File: src/design/rat_pkg.sv
// Types, codes and helpers shared by the region translation table modules.
package rat_pkg;

    // Default number of region slots.
    localparam int RAT_SLOTS = 16;

    // Field widths. Sizes are kept one bit wider than the port, since a size
    // close to the top of the 41-bit range rounds up to exactly 2^41.
    localparam int ADDR_W   = 64;
    localparam int SIZE_W   = 41;
    localparam int SIZE_IW  = SIZE_W + 1;
    localparam int PAGE_LSB = 12;

    localparam logic [ADDR_W-1:0]  POOL_START = 64'hFFFF_B000_0000_0000;
    localparam logic [SIZE_IW-1:0] PAGE_BYTES = SIZE_IW'(4096);

    // Operation codes.
    typedef enum logic [2:0] {
        FN_TRACK   = 3'd0,
        FN_ALLOC   = 3'd1,
        FN_FREE    = 3'd2,
        FN_XLATE   = 3'd3,
        FN_REVERSE = 3'd4
    } func_t;

    // Result status codes.
    typedef enum logic [1:0] {
        STS_OK   = 2'd0,
        STS_MISS = 2'd1,
        STS_FULL = 2'd2
    } status_t;

    // Controller states.
    typedef enum logic [1:0] {
        S_IDLE,
        S_SEARCH,
        S_OFFSET,
        S_RESOLVE
    } state_t;

    // Request broadcast to every cell while a search runs.
    typedef struct packed {
        func_t             func;
        logic [ADDR_W-1:0] key;
        logic [ADDR_W-1:0] host;
    } req_t;

    // Search token that walks the cell row. The slot indexes travel beside it.
    typedef struct packed {
        logic               busy;
        logic               exact;
        logic               any;
        logic               free_found;
        logic [ADDR_W-1:0]  gbase;
        logic [ADDR_W-1:0]  hbase;
        logic [SIZE_IW-1:0] size;
    } tok_t;

    // Slot write command, applied to the cell whose index matches.
    typedef struct packed {
        logic               en;
        logic               set;
        logic [ADDR_W-1:0]  gbase;
        logic [ADDR_W-1:0]  hbase;
        logic [SIZE_IW-1:0] size;
    } wr_t;

    // Round a size up to a whole number of pages.
    function automatic logic [SIZE_IW-1:0] page_align(input logic [SIZE_W-1:0] sz);
        logic [SIZE_IW-1:0] sum;
        sum = {1'b0, sz} + (PAGE_BYTES - SIZE_IW'(1));
        return {sum[SIZE_IW-1:PAGE_LSB], {PAGE_LSB{1'b0}}};
    endfunction

endpackage

File: src/design/rat_cell.sv
// One slot of the region table together with its stage of the search token.
module rat_cell #(
    parameter int IDX_W    = 4,
    parameter int CELL_IDX = 0
) (
    input  logic                 clk,
    input  logic                 rst_n,
    input  rat_pkg::req_t        req,
    input  rat_pkg::wr_t         wr,
    input  logic [IDX_W-1:0]     wr_idx,
    input  rat_pkg::tok_t        tok_in,
    input  logic [IDX_W-1:0]     hit_idx_in,
    input  logic [IDX_W-1:0]     free_idx_in,
    output rat_pkg::tok_t        tok_out,
    output logic [IDX_W-1:0]     hit_idx_out,
    output logic [IDX_W-1:0]     free_idx_out
);
    import rat_pkg::*;

    localparam logic [IDX_W-1:0] MY_IDX = IDX_W'(CELL_IDX);

    logic               valid_reg;
    logic [ADDR_W-1:0]  gbase_reg;
    logic [ADDR_W-1:0]  hbase_reg;
    logic [SIZE_IW-1:0] size_reg;

    tok_t               tok_reg, tok_next;
    logic [IDX_W-1:0]   hit_idx_reg, hit_idx_next;
    logic [IDX_W-1:0]   free_idx_reg, free_idx_next;

    logic               key_hit;
    logic               range_hit;
    logic [ADDR_W-1:0]  diff;
    logic               wr_here;

    assign wr_here = wr.en && (wr_idx == MY_IDX);

    // Slot valid bit.
    always_ff @(posedge clk or negedge rst_n)
    begin
        if (!rst_n)
        begin
            valid_reg <= 1'b0;
        end
        else if (wr_here)
        begin
            valid_reg <= wr.set;
        end
    end

    // Slot contents, written only when a region is recorded.
    always_ff @(posedge clk)
    begin
        if (wr_here && wr.set)
        begin
            gbase_reg <= wr.gbase;
            hbase_reg <= wr.hbase;
            size_reg  <= wr.size;
        end
    end

    // Match terms: exact key (host base for reverse lookup) and range.
    always_comb
    begin
        diff = req.key - gbase_reg;
        if (req.func == FN_REVERSE)
        begin
            key_hit = valid_reg && (hbase_reg == req.host);
        end
        else
        begin
            key_hit = valid_reg && (gbase_reg == req.key);
        end
        range_hit = valid_reg && (req.func == FN_XLATE)
                    && (diff < {{(ADDR_W - SIZE_IW){1'b0}}, size_reg});
    end

    // Token update: an earlier exact hit wins, then the first range hit.
    always_comb
    begin
        tok_next      = tok_in;
        hit_idx_next  = hit_idx_in;
        free_idx_next = free_idx_in;
        if (!tok_in.exact && key_hit)
        begin
            tok_next.exact = 1'b1;
            tok_next.any   = 1'b1;
            tok_next.gbase = gbase_reg;
            tok_next.hbase = hbase_reg;
            tok_next.size  = size_reg;
            hit_idx_next   = MY_IDX;
        end
        else if (!tok_in.any && range_hit)
        begin
            tok_next.any   = 1'b1;
            tok_next.gbase = gbase_reg;
            tok_next.hbase = hbase_reg;
            tok_next.size  = size_reg;
            hit_idx_next   = MY_IDX;
        end
        if (!tok_in.free_found && !valid_reg)
        begin
            tok_next.free_found = 1'b1;
            free_idx_next       = MY_IDX;
        end
    end

    // Token and slot indexes move to the neighbor every cycle.
    always_ff @(posedge clk or negedge rst_n)
    begin
        if (!rst_n)
        begin
            tok_reg      <= '0;
            hit_idx_reg  <= '0;
            free_idx_reg <= '0;
        end
        else
        begin
            tok_reg      <= tok_next;
            hit_idx_reg  <= hit_idx_next;
            free_idx_reg <= free_idx_next;
        end
    end

    assign tok_out      = tok_reg;
    assign hit_idx_out  = hit_idx_reg;
    assign free_idx_out = free_idx_reg;

endmodule

File: config.mk
export PLATFORM = sky130hd
export DESIGN_NAME = rat_cell
export DESIGN_NICKNAME = d
export VERILOG_FILES = /design/src/design/rat_pkg.sv /design/src/design/rat_cell.sv
export SDC_FILE = /design/constraint.sdc
export NUM_CORES = 1
export LEC_CHECK = 0
export ABC_AREA = 1
export BUFFER_PORTS_ARGS = -buffer_cell sky130_fd_sc_hd__buf_2
export CAP_MARGIN = 0
export CORE_AREA = 2 2 263 265
export DETAILED_ROUTE_END_ITERATION = 7
export DIE_AREA = 0 0 265 267
export PLACE_DENSITY = 0.58
export SYNTH_ARGS = -nofsm -noshare
export SYNTH_HDL_FRONTEND = slang
export SYNTH_SLANG_ARGS = --single-unit
File: constraint.sdc
create_clock -name clk -period 3.7 [get_ports clk]
set_input_delay 0.74 -clock clk [delete_from_list [all_inputs] [get_ports clk]]
set_output_delay 0.74 -clock clk [all_outputs]
set_load 0.01 [all_outputs]
==> impl_metrics.tcl <==
set metrics [dict create \
    cp-end-kind "flip-flop" \
    powerDensity_nw_per_um2 344 \
    cts_tree "yes" \
    grt_start_max_net_pins 75 \
    clk_latency_ps 590 \
    boundaryPins 673 \
    fin_skew_ps 19.7 \
    ff2ff_setup_slack_ps -300 \
    synth_top_cell_by_area "edfxtp_1" \
    netlist.area_leader.share 0.258 \
    antenna_found_initial 30 \
    place_worst_setup_slack_ps -1150 \
    cp.arrival_ps 4520 \
    dieHeight_um 267 \
    io_buffers 672 \
    setup_violations 174 \
    worst_slew_pin_slew_ps 623 \
    synth_area_leaders "edfxtp_1 (26%), dfrtp_1 (23%), nand2_1 (16%)" \
    num_rows 96 \
    leakage_nw 15.8 \
    netlist_area_um2 19800 \
    hp-class "input pin to async pin" \
    place_area_um2 26800 \
    num_vias 19700 \
    ys_warn_count 0 \
    antenna_left 0 \
    timing.final.crit_share 1.08 \
    cap_violations 0 \
    status "complete, but fails checks" \
    drv_slew 0 \
    viasPerCell 4.45 \
    syn_nets 3023 \
    violations "setup timing" \
    synth_area_per_cell_um2 8.15 \
    numCtsBuffers 42 \
    netlist-cell-type-count 45 \
    required_ps 4220 \
    drt_iter0_drc 973 \
    worst-path-max-fanout 7 \
    grt_pass1_vias 19400 \
    htree_levels 2 \
    ir_drop_uv 333 \
    routedWlPerCell_um 18.5 \
    slowest_delay_ps 420 \
    critical_path_class "flip-flop to flip-flop" \
    nets 4079 \
    crit_family "compound AO/OA/AOI/OAI gates" \
    synth-seq-cells 353 \
    coreArea_um2 68000 \
    die_x_um 265 \
    drive_gt1_frac 0.388 \
    rsz0062_at_grt "true" \
    nFillCells 6892 \
    place_hpwl_mm 65.1 \
    yosysSeqAreaShare 0.490 \
    gp_congestion 0.916 \
    grt_usage 0.220 \
    critPathSlowestCell "edfxtp_1" \
    crit_top_cell "nand2_1" \
    fmax_mhz 250 \
    worst_slack_ps -303 \
    largest_reg_flops 174 \
    cp-start-kind "flip-flop" \
    tns_ps -39130 \
    route.detailed.drc 0 \
    crit_buf_inv 7 \
    clock-sinks 353 \
    syn_inst 2427 \
    period_minus_slack_ps 4000 \
    drtPass1Iterations 5 \
    synthToLayoutAreaGrowth_pct 50.6 \
    dieArea_um2 70800 \
    initial_utilization 0.291 \
    grt_first_pass_wirelength_mm 116 \
    hold_viol 0 \
    cts_root_buf "clkbuf_16" \
    overflow 0 \
    max-slew-margin-rel 0.584 \
    cts.path.max_buffers 3 \
    wirelength_mm 81.9 \
    clkSlewWorstSetupHoldPaths_ps 60 \
    design_area_um2 29800 \
]
-- cells in the mapped netlist, drive strengths merged --
master   count
nand2      865
inv        369
nand3      225
dfrtp      183
edfxtp     170
nor2       139
ha         104
xor2        89
a21oi       85
buf         39
nor3        27
nor4        23
o21ai       23
clkbuf      17
nand3b      13
nand4       11
o21bai      10
xnor2        7
a31oi        4
and2         3
and3         3
o21a         3
clkinv       2
o22ai        2
a2111oi      1
a211o        1
a211oi       1
a21o         1
fa           1
nor3b        1
o211ai       1
o221a        1
o221ai       1
o41ai        1
or2          1
-- per-stage QoR --
stage	cells	hold WS (ps)	util	total power, mW
2_1_floorplan	2427	444	-	5.07
3_3_place_gp	4267	455	0.394	6.00
5_1_grt	4416	221	0.438	10.7
6_report	4418	180	0.438	10.2
4_1_cts	4372	195	0.423	10.3
3_5_place_dp	4267	458	0.394	6.01
-- power breakdown --
part / switching (mW) / internal [mW]
combinational: 0.911 / 0.824
sequential: 0.0503 / 4.25
clock: 1.78 / 2.41
-- path summary, 6_finish.rpt --
path | from | endpoint | depth (start not counted)
setup reg to reg | gbase_reg[18] | tok_out[123] | 27
min in group clk | tok_in[173] | tok_out[173] | 1
setup / recovery | gbase_reg[18] | tok_out[123] | 27
max in group asynchronous | rst_n | tok_out[109] | 2
hold / removal | rst_n | tok_out[132] | 1
hold reg to reg | size_reg[8] | tok_out[8] | 2
-- cells by family (layout without fill, tap and decap cells) --
family          Yosys count  count (layout)  synth area share
simple gates           1311            1312             0.275
buf+inv                 427            1516            0.0886
flops                   353             353             0.490
compound gates          135             135            0.0376
fa+ha+maj               105             105            0.0668
xor+xnor                 96              96            0.0425
other cells               0              19                 0
-- cell usage in the layout, fill, tap and decap left out, types with 20 or more instances in the layout --
cell	count
nand2_1	762
nor4_1	20
xor2_1	81
nor3_1	22
ha_1	90
a21oi_1	77
inv_1	335
inv_2	32
buf_4	352
clkbuf_16	49
edfxtp_1	170
nand3_1	199
nor2_1	123
nand2_4	20
nand2_2	82
nand3_2	24
buf_12	21
dfrtp_1	183
buf_2	671
-- layer usage --
metal,GRT usage,up-vias,share of wire
met4,0.0770,16,0.033
met5,0,-,0.0012
li1,-,9837,-
met2,0.382,651,0.49
met3,0.0518,145,0.065
met1,0.267,9026,0.41
-- area by class of cell --
cell class | instances | area, um2 | area share
Clock buffer | 55 | 1140 | 0.0383
Timing Repair Buffer | 1067 | 6860 | 0.230
Clock inverter | 23 | 249 | 0.00836
Antenna cell | 19 | 47.5 | 0.00160
Tap cell | 882 | 1100 | 0.0370
Sequential cell | 353 | 9680 | 0.325
Multi-Input combinational cell | 1648 | 9290 | 0.312
Inverter | 371 | 1410 | 0.0473
-- what timing repair did --
action	CTS	global route
hold buffers	0	0
hold endpoints to repair	0	0
gates resized for setup	61	164
gates cloned	4	8
setup buffers	24	19
pin swaps	26	43
setup endpoints to repair	175	175
-- worst register-to-register path: stages, from the launching register on --
cell	delay, ps
edfxtp_1	420
inv_1	80
ha_1	250
buf_4	160
nand2_1	60
nand2_1	60
a21oi_1	200
o21bai_2	120
buf_4	140
nand2_1	40
nand2_1	90
a31oi_2	190
xor2_1	170
inv_1	60
ha_1	290
a21oi_1	140
nor2_1	60
a211oi_2	160
o221a_2	230
nand2_2	60
nand2_2	90
nand4_4	200
nand2_8	160
buf_12	120
buf_12	130
clkbuf_16	160
nand2_2	50
nand2_1	60
No activity file was read; power rests on OpenSTA's default activity.
