==> src/design/rat_pkg.sv <==
// Types, codes and helpers shared by the region translation table modules.
package rat_pkg;

    // Default number of region slots.
    localparam int RAT_SLOTS = 16;

    // Field widths. Sizes are kept one bit wider than the port, since a size
    // close to the top of the 41-bit range rounds up to exactly 2^41.
    localparam int ADDR_W   = 64;
    localparam int SIZE_W   = 41;
    localparam int SIZE_IW  = SIZE_W + 1;
    localparam int PAGE_LSB = 12;

    localparam logic [ADDR_W-1:0]  POOL_START = 64'hFFFF_B000_0000_0000;
    localparam logic [SIZE_IW-1:0] PAGE_BYTES = SIZE_IW'(4096);

    // Operation codes.
    typedef enum logic [2:0] {
        FN_TRACK   = 3'd0,
        FN_ALLOC   = 3'd1,
        FN_FREE    = 3'd2,
        FN_XLATE   = 3'd3,
        FN_REVERSE = 3'd4
    } func_t;

    // Result status codes.
    typedef enum logic [1:0] {
        STS_OK   = 2'd0,
        STS_MISS = 2'd1,
        STS_FULL = 2'd2
    } status_t;

    // Controller states.
    typedef enum logic [1:0] {
        S_IDLE,
        S_SEARCH,
        S_OFFSET,
        S_RESOLVE
    } state_t;

    // Request broadcast to every cell while a search runs.
    typedef struct packed {
        func_t             func;
        logic [ADDR_W-1:0] key;
        logic [ADDR_W-1:0] host;
    } req_t;

    // Search token that walks the cell row. The slot indexes travel beside it.
    typedef struct packed {
        logic               busy;
        logic               exact;
        logic               any;
        logic               free_found;
        logic [ADDR_W-1:0]  gbase;
        logic [ADDR_W-1:0]  hbase;
        logic [SIZE_IW-1:0] size;
    } tok_t;

    // Slot write command, applied to the cell whose index matches.
    typedef struct packed {
        logic               en;
        logic               set;
        logic [ADDR_W-1:0]  gbase;
        logic [ADDR_W-1:0]  hbase;
        logic [SIZE_IW-1:0] size;
    } wr_t;

    // Round a size up to a whole number of pages.
    function automatic logic [SIZE_IW-1:0] page_align(input logic [SIZE_W-1:0] sz);
        logic [SIZE_IW-1:0] sum;
        sum = {1'b0, sz} + (PAGE_BYTES - SIZE_IW'(1));
        return {sum[SIZE_IW-1:PAGE_LSB], {PAGE_LSB{1'b0}}};
    endfunction

endpackage

==> src/design/rat_ctrl.sv <==
// Sequencer: takes a request, runs the search token, then answers and writes back.
module rat_ctrl #(
    parameter int IDX_W = 4
) (
    input  logic                          clk,
    input  logic                          rst_n,
    input  logic                          req_valid,
    output logic                          req_stall,
    input  logic [2:0]                    func,
    input  logic [rat_pkg::ADDR_W-1:0]    guest_addr,
    input  logic [rat_pkg::ADDR_W-1:0]    host_addr,
    input  logic [rat_pkg::SIZE_W-1:0]    req_size,
    output logic                          rsp_valid,
    input  logic                          rsp_stall,
    output logic [1:0]                    status,
    output logic [rat_pkg::ADDR_W-1:0]    region_base,
    output logic [rat_pkg::ADDR_W-1:0]    host_result,
    output logic [rat_pkg::SIZE_W-1:0]    region_size,
    output rat_pkg::req_t                 req,
    output rat_pkg::tok_t                 tok_head,
    input  rat_pkg::tok_t                 tok_tail,
    input  logic [IDX_W-1:0]              hit_idx_tail,
    input  logic [IDX_W-1:0]              free_idx_tail,
    output rat_pkg::wr_t                  wr,
    output logic [IDX_W-1:0]              wr_idx
);
    import rat_pkg::*;

    state_t             state_reg, state_next;
    logic               launch_reg;
    logic [ADDR_W-1:0]  pool_reg, pool_next;
    logic               rsp_valid_reg, rsp_valid_next;

    func_t              func_reg;
    logic [ADDR_W-1:0]  key_reg;
    logic [ADDR_W-1:0]  host_reg;
    logic [SIZE_IW-1:0] size_reg;

    tok_t               res_tok_reg;
    logic [IDX_W-1:0]   res_hit_idx_reg;
    logic [IDX_W-1:0]   res_free_idx_reg;
    logic [ADDR_W-1:0]  offset_reg;

    logic [1:0]         status_reg, status_next;
    logic [ADDR_W-1:0]  base_reg, base_next;
    logic [ADDR_W-1:0]  host_res_reg, host_res_next;
    logic [SIZE_IW-1:0] rsize_reg, rsize_next;

    logic               accept;
    logic               finish;
    logic [SIZE_W-1:0]  size_in;

    assign accept    = req_valid && !req_stall;
    assign req_stall = (state_reg != S_IDLE);
    // An allocation of zero bytes takes one page.
    assign size_in   = ((func_t'(func) == FN_ALLOC) && (req_size == '0))
                       ? SIZE_W'(PAGE_BYTES) : req_size;

    // Broadcast request and head of the token row.
    always_comb
    begin
        req.func            = func_reg;
        req.key             = key_reg;
        req.host            = host_reg;
        tok_head            = '0;
        tok_head.busy       = launch_reg;
    end

    // Next state, write-back command and result.
    always_comb
    begin
        state_next     = state_reg;
        pool_next      = pool_reg;
        rsp_valid_next = rsp_valid_reg;
        finish         = 1'b0;
        wr             = '0;
        wr_idx         = res_hit_idx_reg;
        status_next    = STS_MISS;
        base_next      = '0;
        host_res_next  = '0;
        rsize_next     = '0;

        if (rsp_valid_reg && !rsp_stall)
        begin
            rsp_valid_next = 1'b0;
        end

        unique case (state_reg)
            S_IDLE:
            begin
                if (accept)
                begin
                    state_next = S_SEARCH;
                end
            end
            S_SEARCH:
            begin
                if (tok_tail.busy)
                begin
                    state_next = S_OFFSET;
                end
            end
            S_OFFSET:
            begin
                state_next = S_RESOLVE;
            end
            S_RESOLVE:
            begin
                if (!(rsp_valid_reg && rsp_stall))
                begin
                    finish         = 1'b1;
                    state_next     = S_IDLE;
                    rsp_valid_next = 1'b1;
                end
            end
            default:
            begin
                state_next = S_IDLE;
            end
        endcase

        // Decode the operation against the search outcome.
        unique case (func_reg) inside
            FN_TRACK, FN_ALLOC:
            begin
                if (res_tok_reg.exact || res_tok_reg.free_found)
                begin
                    wr_idx        = res_tok_reg.exact ? res_hit_idx_reg : res_free_idx_reg;
                    wr.en         = finish;
                    wr.set        = 1'b1;
                    wr.gbase      = key_reg;
                    wr.hbase      = host_reg;
                    wr.size       = size_reg;
                    status_next   = STS_OK;
                    base_next     = key_reg;
                    host_res_next = host_reg;
                    rsize_next    = size_reg;
                    if (finish && (func_reg == FN_ALLOC))
                    begin
                        pool_next = key_reg + {{(ADDR_W - SIZE_IW){1'b0}}, size_reg};
                    end
                end
                else
                begin
                    status_next = STS_FULL;
                end
            end
            FN_FREE:
            begin
                if (res_tok_reg.exact)
                begin
                    wr.en         = finish;
                    wr.set        = 1'b0;
                    status_next   = STS_OK;
                    base_next     = res_tok_reg.gbase;
                    host_res_next = res_tok_reg.hbase;
                    rsize_next    = res_tok_reg.size;
                end
            end
            FN_XLATE:
            begin
                if (res_tok_reg.any)
                begin
                    status_next   = STS_OK;
                    base_next     = res_tok_reg.gbase;
                    host_res_next = res_tok_reg.hbase + offset_reg;
                    rsize_next    = res_tok_reg.size;
                end
            end
            FN_REVERSE:
            begin
                if (res_tok_reg.exact)
                begin
                    status_next   = STS_OK;
                    base_next     = res_tok_reg.gbase;
                    host_res_next = host_reg;
                    rsize_next    = res_tok_reg.size;
                end
            end
            default:
            begin
                status_next = STS_MISS;
            end
        endcase
    end

    // Control state.
    always_ff @(posedge clk or negedge rst_n)
    begin
        if (!rst_n)
        begin
            state_reg     <= S_IDLE;
            launch_reg    <= 1'b0;
            pool_reg      <= POOL_START;
            rsp_valid_reg <= 1'b0;
        end
        else
        begin
            state_reg     <= state_next;
            launch_reg    <= accept;
            pool_reg      <= pool_next;
            rsp_valid_reg <= rsp_valid_next;
        end
    end

    // Request capture; an allocation takes its base from the pool pointer.
    always_ff @(posedge clk)
    begin
        if (accept)
        begin
            func_reg <= func_t'(func);
            key_reg  <= (func_t'(func) == FN_ALLOC) ? pool_reg : guest_addr;
            host_reg <= host_addr;
            size_reg <= page_align(size_in);
        end
    end

    // Token capture at the end of the row, then the translation offset.
    always_ff @(posedge clk)
    begin
        if ((state_reg == S_SEARCH) && tok_tail.busy)
        begin
            res_tok_reg      <= tok_tail;
            res_hit_idx_reg  <= hit_idx_tail;
            res_free_idx_reg <= free_idx_tail;
        end
        if (state_reg == S_OFFSET)
        begin
            offset_reg <= key_reg - res_tok_reg.gbase;
        end
    end

    // Result register.
    always_ff @(posedge clk)
    begin
        if (finish)
        begin
            status_reg   <= status_next;
            base_reg     <= base_next;
            host_res_reg <= host_res_next;
            rsize_reg    <= rsize_next;
        end
    end

    assign rsp_valid   = rsp_valid_reg;
    assign status      = status_reg;
    assign region_base = base_reg;
    assign host_result = host_res_reg;
    assign region_size = rsize_reg[SIZE_W-1:0];

endmodule

==> config.mk <==
export PLATFORM = sky130hd
export DESIGN_NAME = rat_ctrl
export DESIGN_NICKNAME = d
export VERILOG_FILES = /design/src/design/rat_pkg.sv /design/src/design/rat_ctrl.sv
export SDC_FILE = /design/constraint.sdc
export NUM_CORES = 1
export LEC_CHECK = 0
export ABC_AREA = 1
export BUFFER_PORTS_ARGS = -buffer_cell sky130_fd_sc_hd__buf_2
export CAP_MARGIN = 20
export CELL_PAD_IN_SITES_DETAIL_PLACEMENT = 0
export CELL_PAD_IN_SITES_GLOBAL_PLACEMENT = 1
export CORE_AREA = 3 3 393 395
export CTS_CLUSTER_DIAMETER = 80
export DETAILED_ROUTE_END_ITERATION = 10
export DIE_AREA = 0 0 396 398
export HOLD_SLACK_MARGIN = 0.1
export MAX_ROUTING_LAYER = met4
export PLACE_DENSITY_LB_ADDON = 0.12
export SKIP_CTS_REPAIR_TIMING = 1
export SLEW_MARGIN = 20
export SYNTH_ARGS = -nofsm -noshare
export SYNTH_HDL_FRONTEND = slang
export SYNTH_SLANG_ARGS = --single-unit
==> constraint.sdc <==
create_clock -name clk -period 39.3 [get_ports clk]
set_input_delay 9.825 -clock clk [delete_from_list [all_inputs] [get_ports clk]]
set_output_delay 9.825 -clock clk [all_outputs]
set_load 0.01 [all_outputs]
==> impl_metrics.sql <==
INSERT INTO impl_metrics (metric_group, metric, value, unit) VALUES
('sta', 'setup-tns-final', '0', 'ps'),
('setup_path', 'startpoint_type', 'input port', ''),
('sta', 'whs', '467', 'ps'),
('cells_and_area', 'syn2layout_area_growth', '21.7', '%'),
('global_routing', 'grt_first_pass_wirelength', '258000', 'um'),
('yosys', 'synthesis.area_per_instance', '7.82', 'um^2'),
('setup_path', 'cp_slowest_cell', 'a21boi_0', ''),
('floorplan', 'fp.dieArea', '158000', 'um^2'),
('yosys', 'synth-seq-area-share', '47.0', '%'),
('setup_path', 'timing.critical_path.slowest_cell_delay', '170', 'ps'),
('sta', 'fin_crit', '20330', 'ps'),
('placed_design', 'gpl.final_weighted_congestion', '0.898', ''),
('run', 'number_of_max_capacitance_violations_reported', '0', ''),
('yosys', 'synth-edff-count', '576', ''),
('min_path', 'worst_hold_class', 'reg -> reg', ''),
('clock_tree', 'clk-insertion-delay-late', '710', 'ps'),
('min_path', 'holdPathStages', '2', ''),
('setup_path', 'worst_reg2reg_path_startpoint', 'func_reg[1]', ''),
('floorplan', 'die_h', '398', 'um'),
('yosys', 'synthDistinctLibCells', '52', ''),
('cells_and_area', 'layout.core_utilization', '32.5', '%'),
('clock_tree', 'tritoncts', 'done', ''),
('clock_tree', 'clock_tree.root_cell', 'clkbuf_16', ''),
('global_routing', 'grt_overflow', '0', ''),
('min_path', 'worstHoldStart', 'pool_reg[56]', ''),
('sta', 'worst_case_clock_skew', '41.6', 'ps'),
('clock_tree', 'cts.reportedPaths.clkPinSlew', '60', 'ps'),
('detailed_routing', 'num_vias', '36193', ''),
('yosys', 'dominantRegCellSynth', 'edfxtp_1', ''),
('clock_tree', 'cts-buffers-inserted', '86', ''),
('floorplan', 'area_of_the_core_region', '152000', 'um^2'),
('setup_path', 'crit_path_cell_trace', 'buf_2, nand2_1, inv_1, nor2_4, a21boi_0, buf_2', ''),
('min_path', 'hold_path_end', 'pool_reg[56]', ''),
('power', 'total_leakage_power', '0.0243', 'uW'),
('detailed_routing', 'remaining_routing_drc_violations', '0', ''),
('power', 'ir_drop', '0.0319', 'mV'),
('setup_path', 'crit_required', '29470', 'ps'),
('yosys', 'async_reset_ff_share', '10.6', '%'),
('cells_and_area', 'fin_cells', '8135', ''),
('detailed_routing', 'postRouteWirelength', '184000', 'um'),
('cells_and_area', 'drive_gt1_share', '17.1', '%'),
('sta', 'final_min_period_over_clock_period', '51.7', '%'),
('sta', 'slew_violations', '0', ''),
('global_routing', 'grt_pass1_vias', '36660', ''),
('sta', 'rsz0062_at_grt', 'false', ''),
('clock_tree', 'clock_sink_count', '644', ''),
('cells_and_area', 'largest_reg_flops', '172', ''),
('sta', 'timing.final.setup_violations', '0', ''),
('setup_path', 'worst-path-buf-inv', '3', ''),
('placed_design', 'numPortBuffers', '825', ''),
('global_routing', 'antenna_found_initial', '31', ''),
('setup_path', 'critical-path-top-delay-family', 'buffers and inverters', ''),
('setup_path', 'critPathKind', 'in -> out', ''),
('detailed_routing', 'firstDrtPassIters', '6', ''),
('sta', 'slew_headroom', '35.5', '%'),
('yosys', 'post_synth_inst_count', '5176', ''),
('placed_design', 'place.detailed.instances', '7962', ''),
('detailed_routing', 'postRouteAntennaNets', '0', ''),
('yosys', 'synthesis.area', '40500', 'um^2'),
('setup_path', 'crit_path_end_kind', 'output port', ''),
('clock_tree', 'clock_tree.htree_level_count', '3', ''),
('setup_path', 'crit_top_cell', 'buf_2', ''),
('global_routing', 'grt_start_max_net_pins', '106', ''),
('power', 'p_per_area', '65.9', 'nW/um^2'),
('detailed_routing', 'detail_route.vias_per_cell', '4.45', ''),
('detailed_routing', 'detail_route.wl_per_cell', '22.7', 'um'),
('floorplan', 'initial_core_util', '26.7', '%'),
('outcome', 'run_status', 'completed', ''),
('setup_path', 'r2r.worst_path.cells', '9', ''),
('setup_path', 'critical_path.reg2reg.endpoint', 'host_result[17]', ''),
('clock_tree', 'clock_tree.buffer_depth', '3', '');
[Yosys cell counts, types with 12 or more instances]
| cell | n | area [um^2] |
|---|---|---|
| a21boi_0 | 12 | 90.1 |
| a21oi_1 | 176 | 881 |
| a221oi_1 | 54 | 473 |
| buf_2 | 19 | 95.1 |
| buf_4 | 190 | 1430 |
| clkbuf_1 | 59 | 221 |
| dfrtp_1 | 49 | 1230 |
| dfstp_2 | 19 | 499 |
| edfxtp_1 | 576 | 17300 |
| ha_1 | 161 | 2010 |
| inv_1 | 939 | 3520 |
| nand2_1 | 1615 | 6060 |
| nand3_1 | 224 | 1120 |
| nand3b_1 | 12 | 90.1 |
| nand4_1 | 47 | 294 |
| nor2_1 | 537 | 2020 |
| nor3_1 | 48 | 240 |
| o21ai_0 | 157 | 786 |
| o21bai_1 | 15 | 113 |
| o22ai_1 | 94 | 588 |
| xnor2_1 | 29 | 254 |
| xor2_1 | 47 | 412 |
[how the worst max path moves through the flow]
stage,start,to,slack (ps),cells past startpoint
after floorplan,rsp_stall,wr[171],11680,4
after global placement,rsp_stall,wr[171],18940,6
after detailed placement,rsp_stall,wr[171],18960,6
after CTS,rsp_stall,wr[171],18960,6
after global routing,rsp_stall,wr[171],18860,6
final,rsp_stall,wr[171],18970,6
[routing by layer]
metal | routed length (um) | part of all wire (%) | track usage (%)
met1 | 77800 | 42 | 27.9
met2 | 93100 | 51 | 40.9
met3 | 8930 | 4.8 | 3.78
met4 | 4470 | 2.4 | 5.27
met5 | 0 | 0 | -
[cell families (layout without fill, tap and decap cells)]
family | after synthesis | in the layout | synth area share [%]
muxes | 4 | 4 | 0.111
buffers and inverters | 1221 | 1950 | 13.1
adders and majority gates | 164 | 164 | 5.12
other | 1 | 201 | 0.00926
DFF | 644 | 644 | 47.0
xor gates and xnor gates | 76 | 76 | 1.64
and+or+nand+nor | 2529 | 2529 | 25.2
AOI/OAI and AO/OA | 537 | 537 | 7.79
[through the flow]
stage               power, uW  instance area [um^2]  setup WS (ps)
detailed placement       2480                 46300          18960
global route             3480                 49200          18860
finish                   3250                 49200          18970
CTS                      3300                 49200          18960
floorplan                1910                 41200          11680
global placement         2480                 46300          18940
[worst min-delay path: stages (launching register included)]
cell and delay [ps]:
dfstp_2 370, nand2_1 50, nand2_1 50
[cell type report]
cell class	count	area, um^2
Tap cell	2030	2540
Sequential cell	644	19000
Clock buffer	114	2330
Multi-Input combinational cell	3495	16900
Inverter	945	3570
Antenna cell	16	40.0
Fill cell	16667	102000
Timing Repair Buffer	848	4320
Clock inverter	43	562
[power by group]
| group | internal [uW] | switching [uW] | total [uW] |
|---|---|---|---|
| clock network | 475 | 332 | 808 |
| registers | 994 | 125 | 1120 |
| logic | 379 | 941 | 1320 |
No activity file was read; power rests on OpenSTA's default activity.
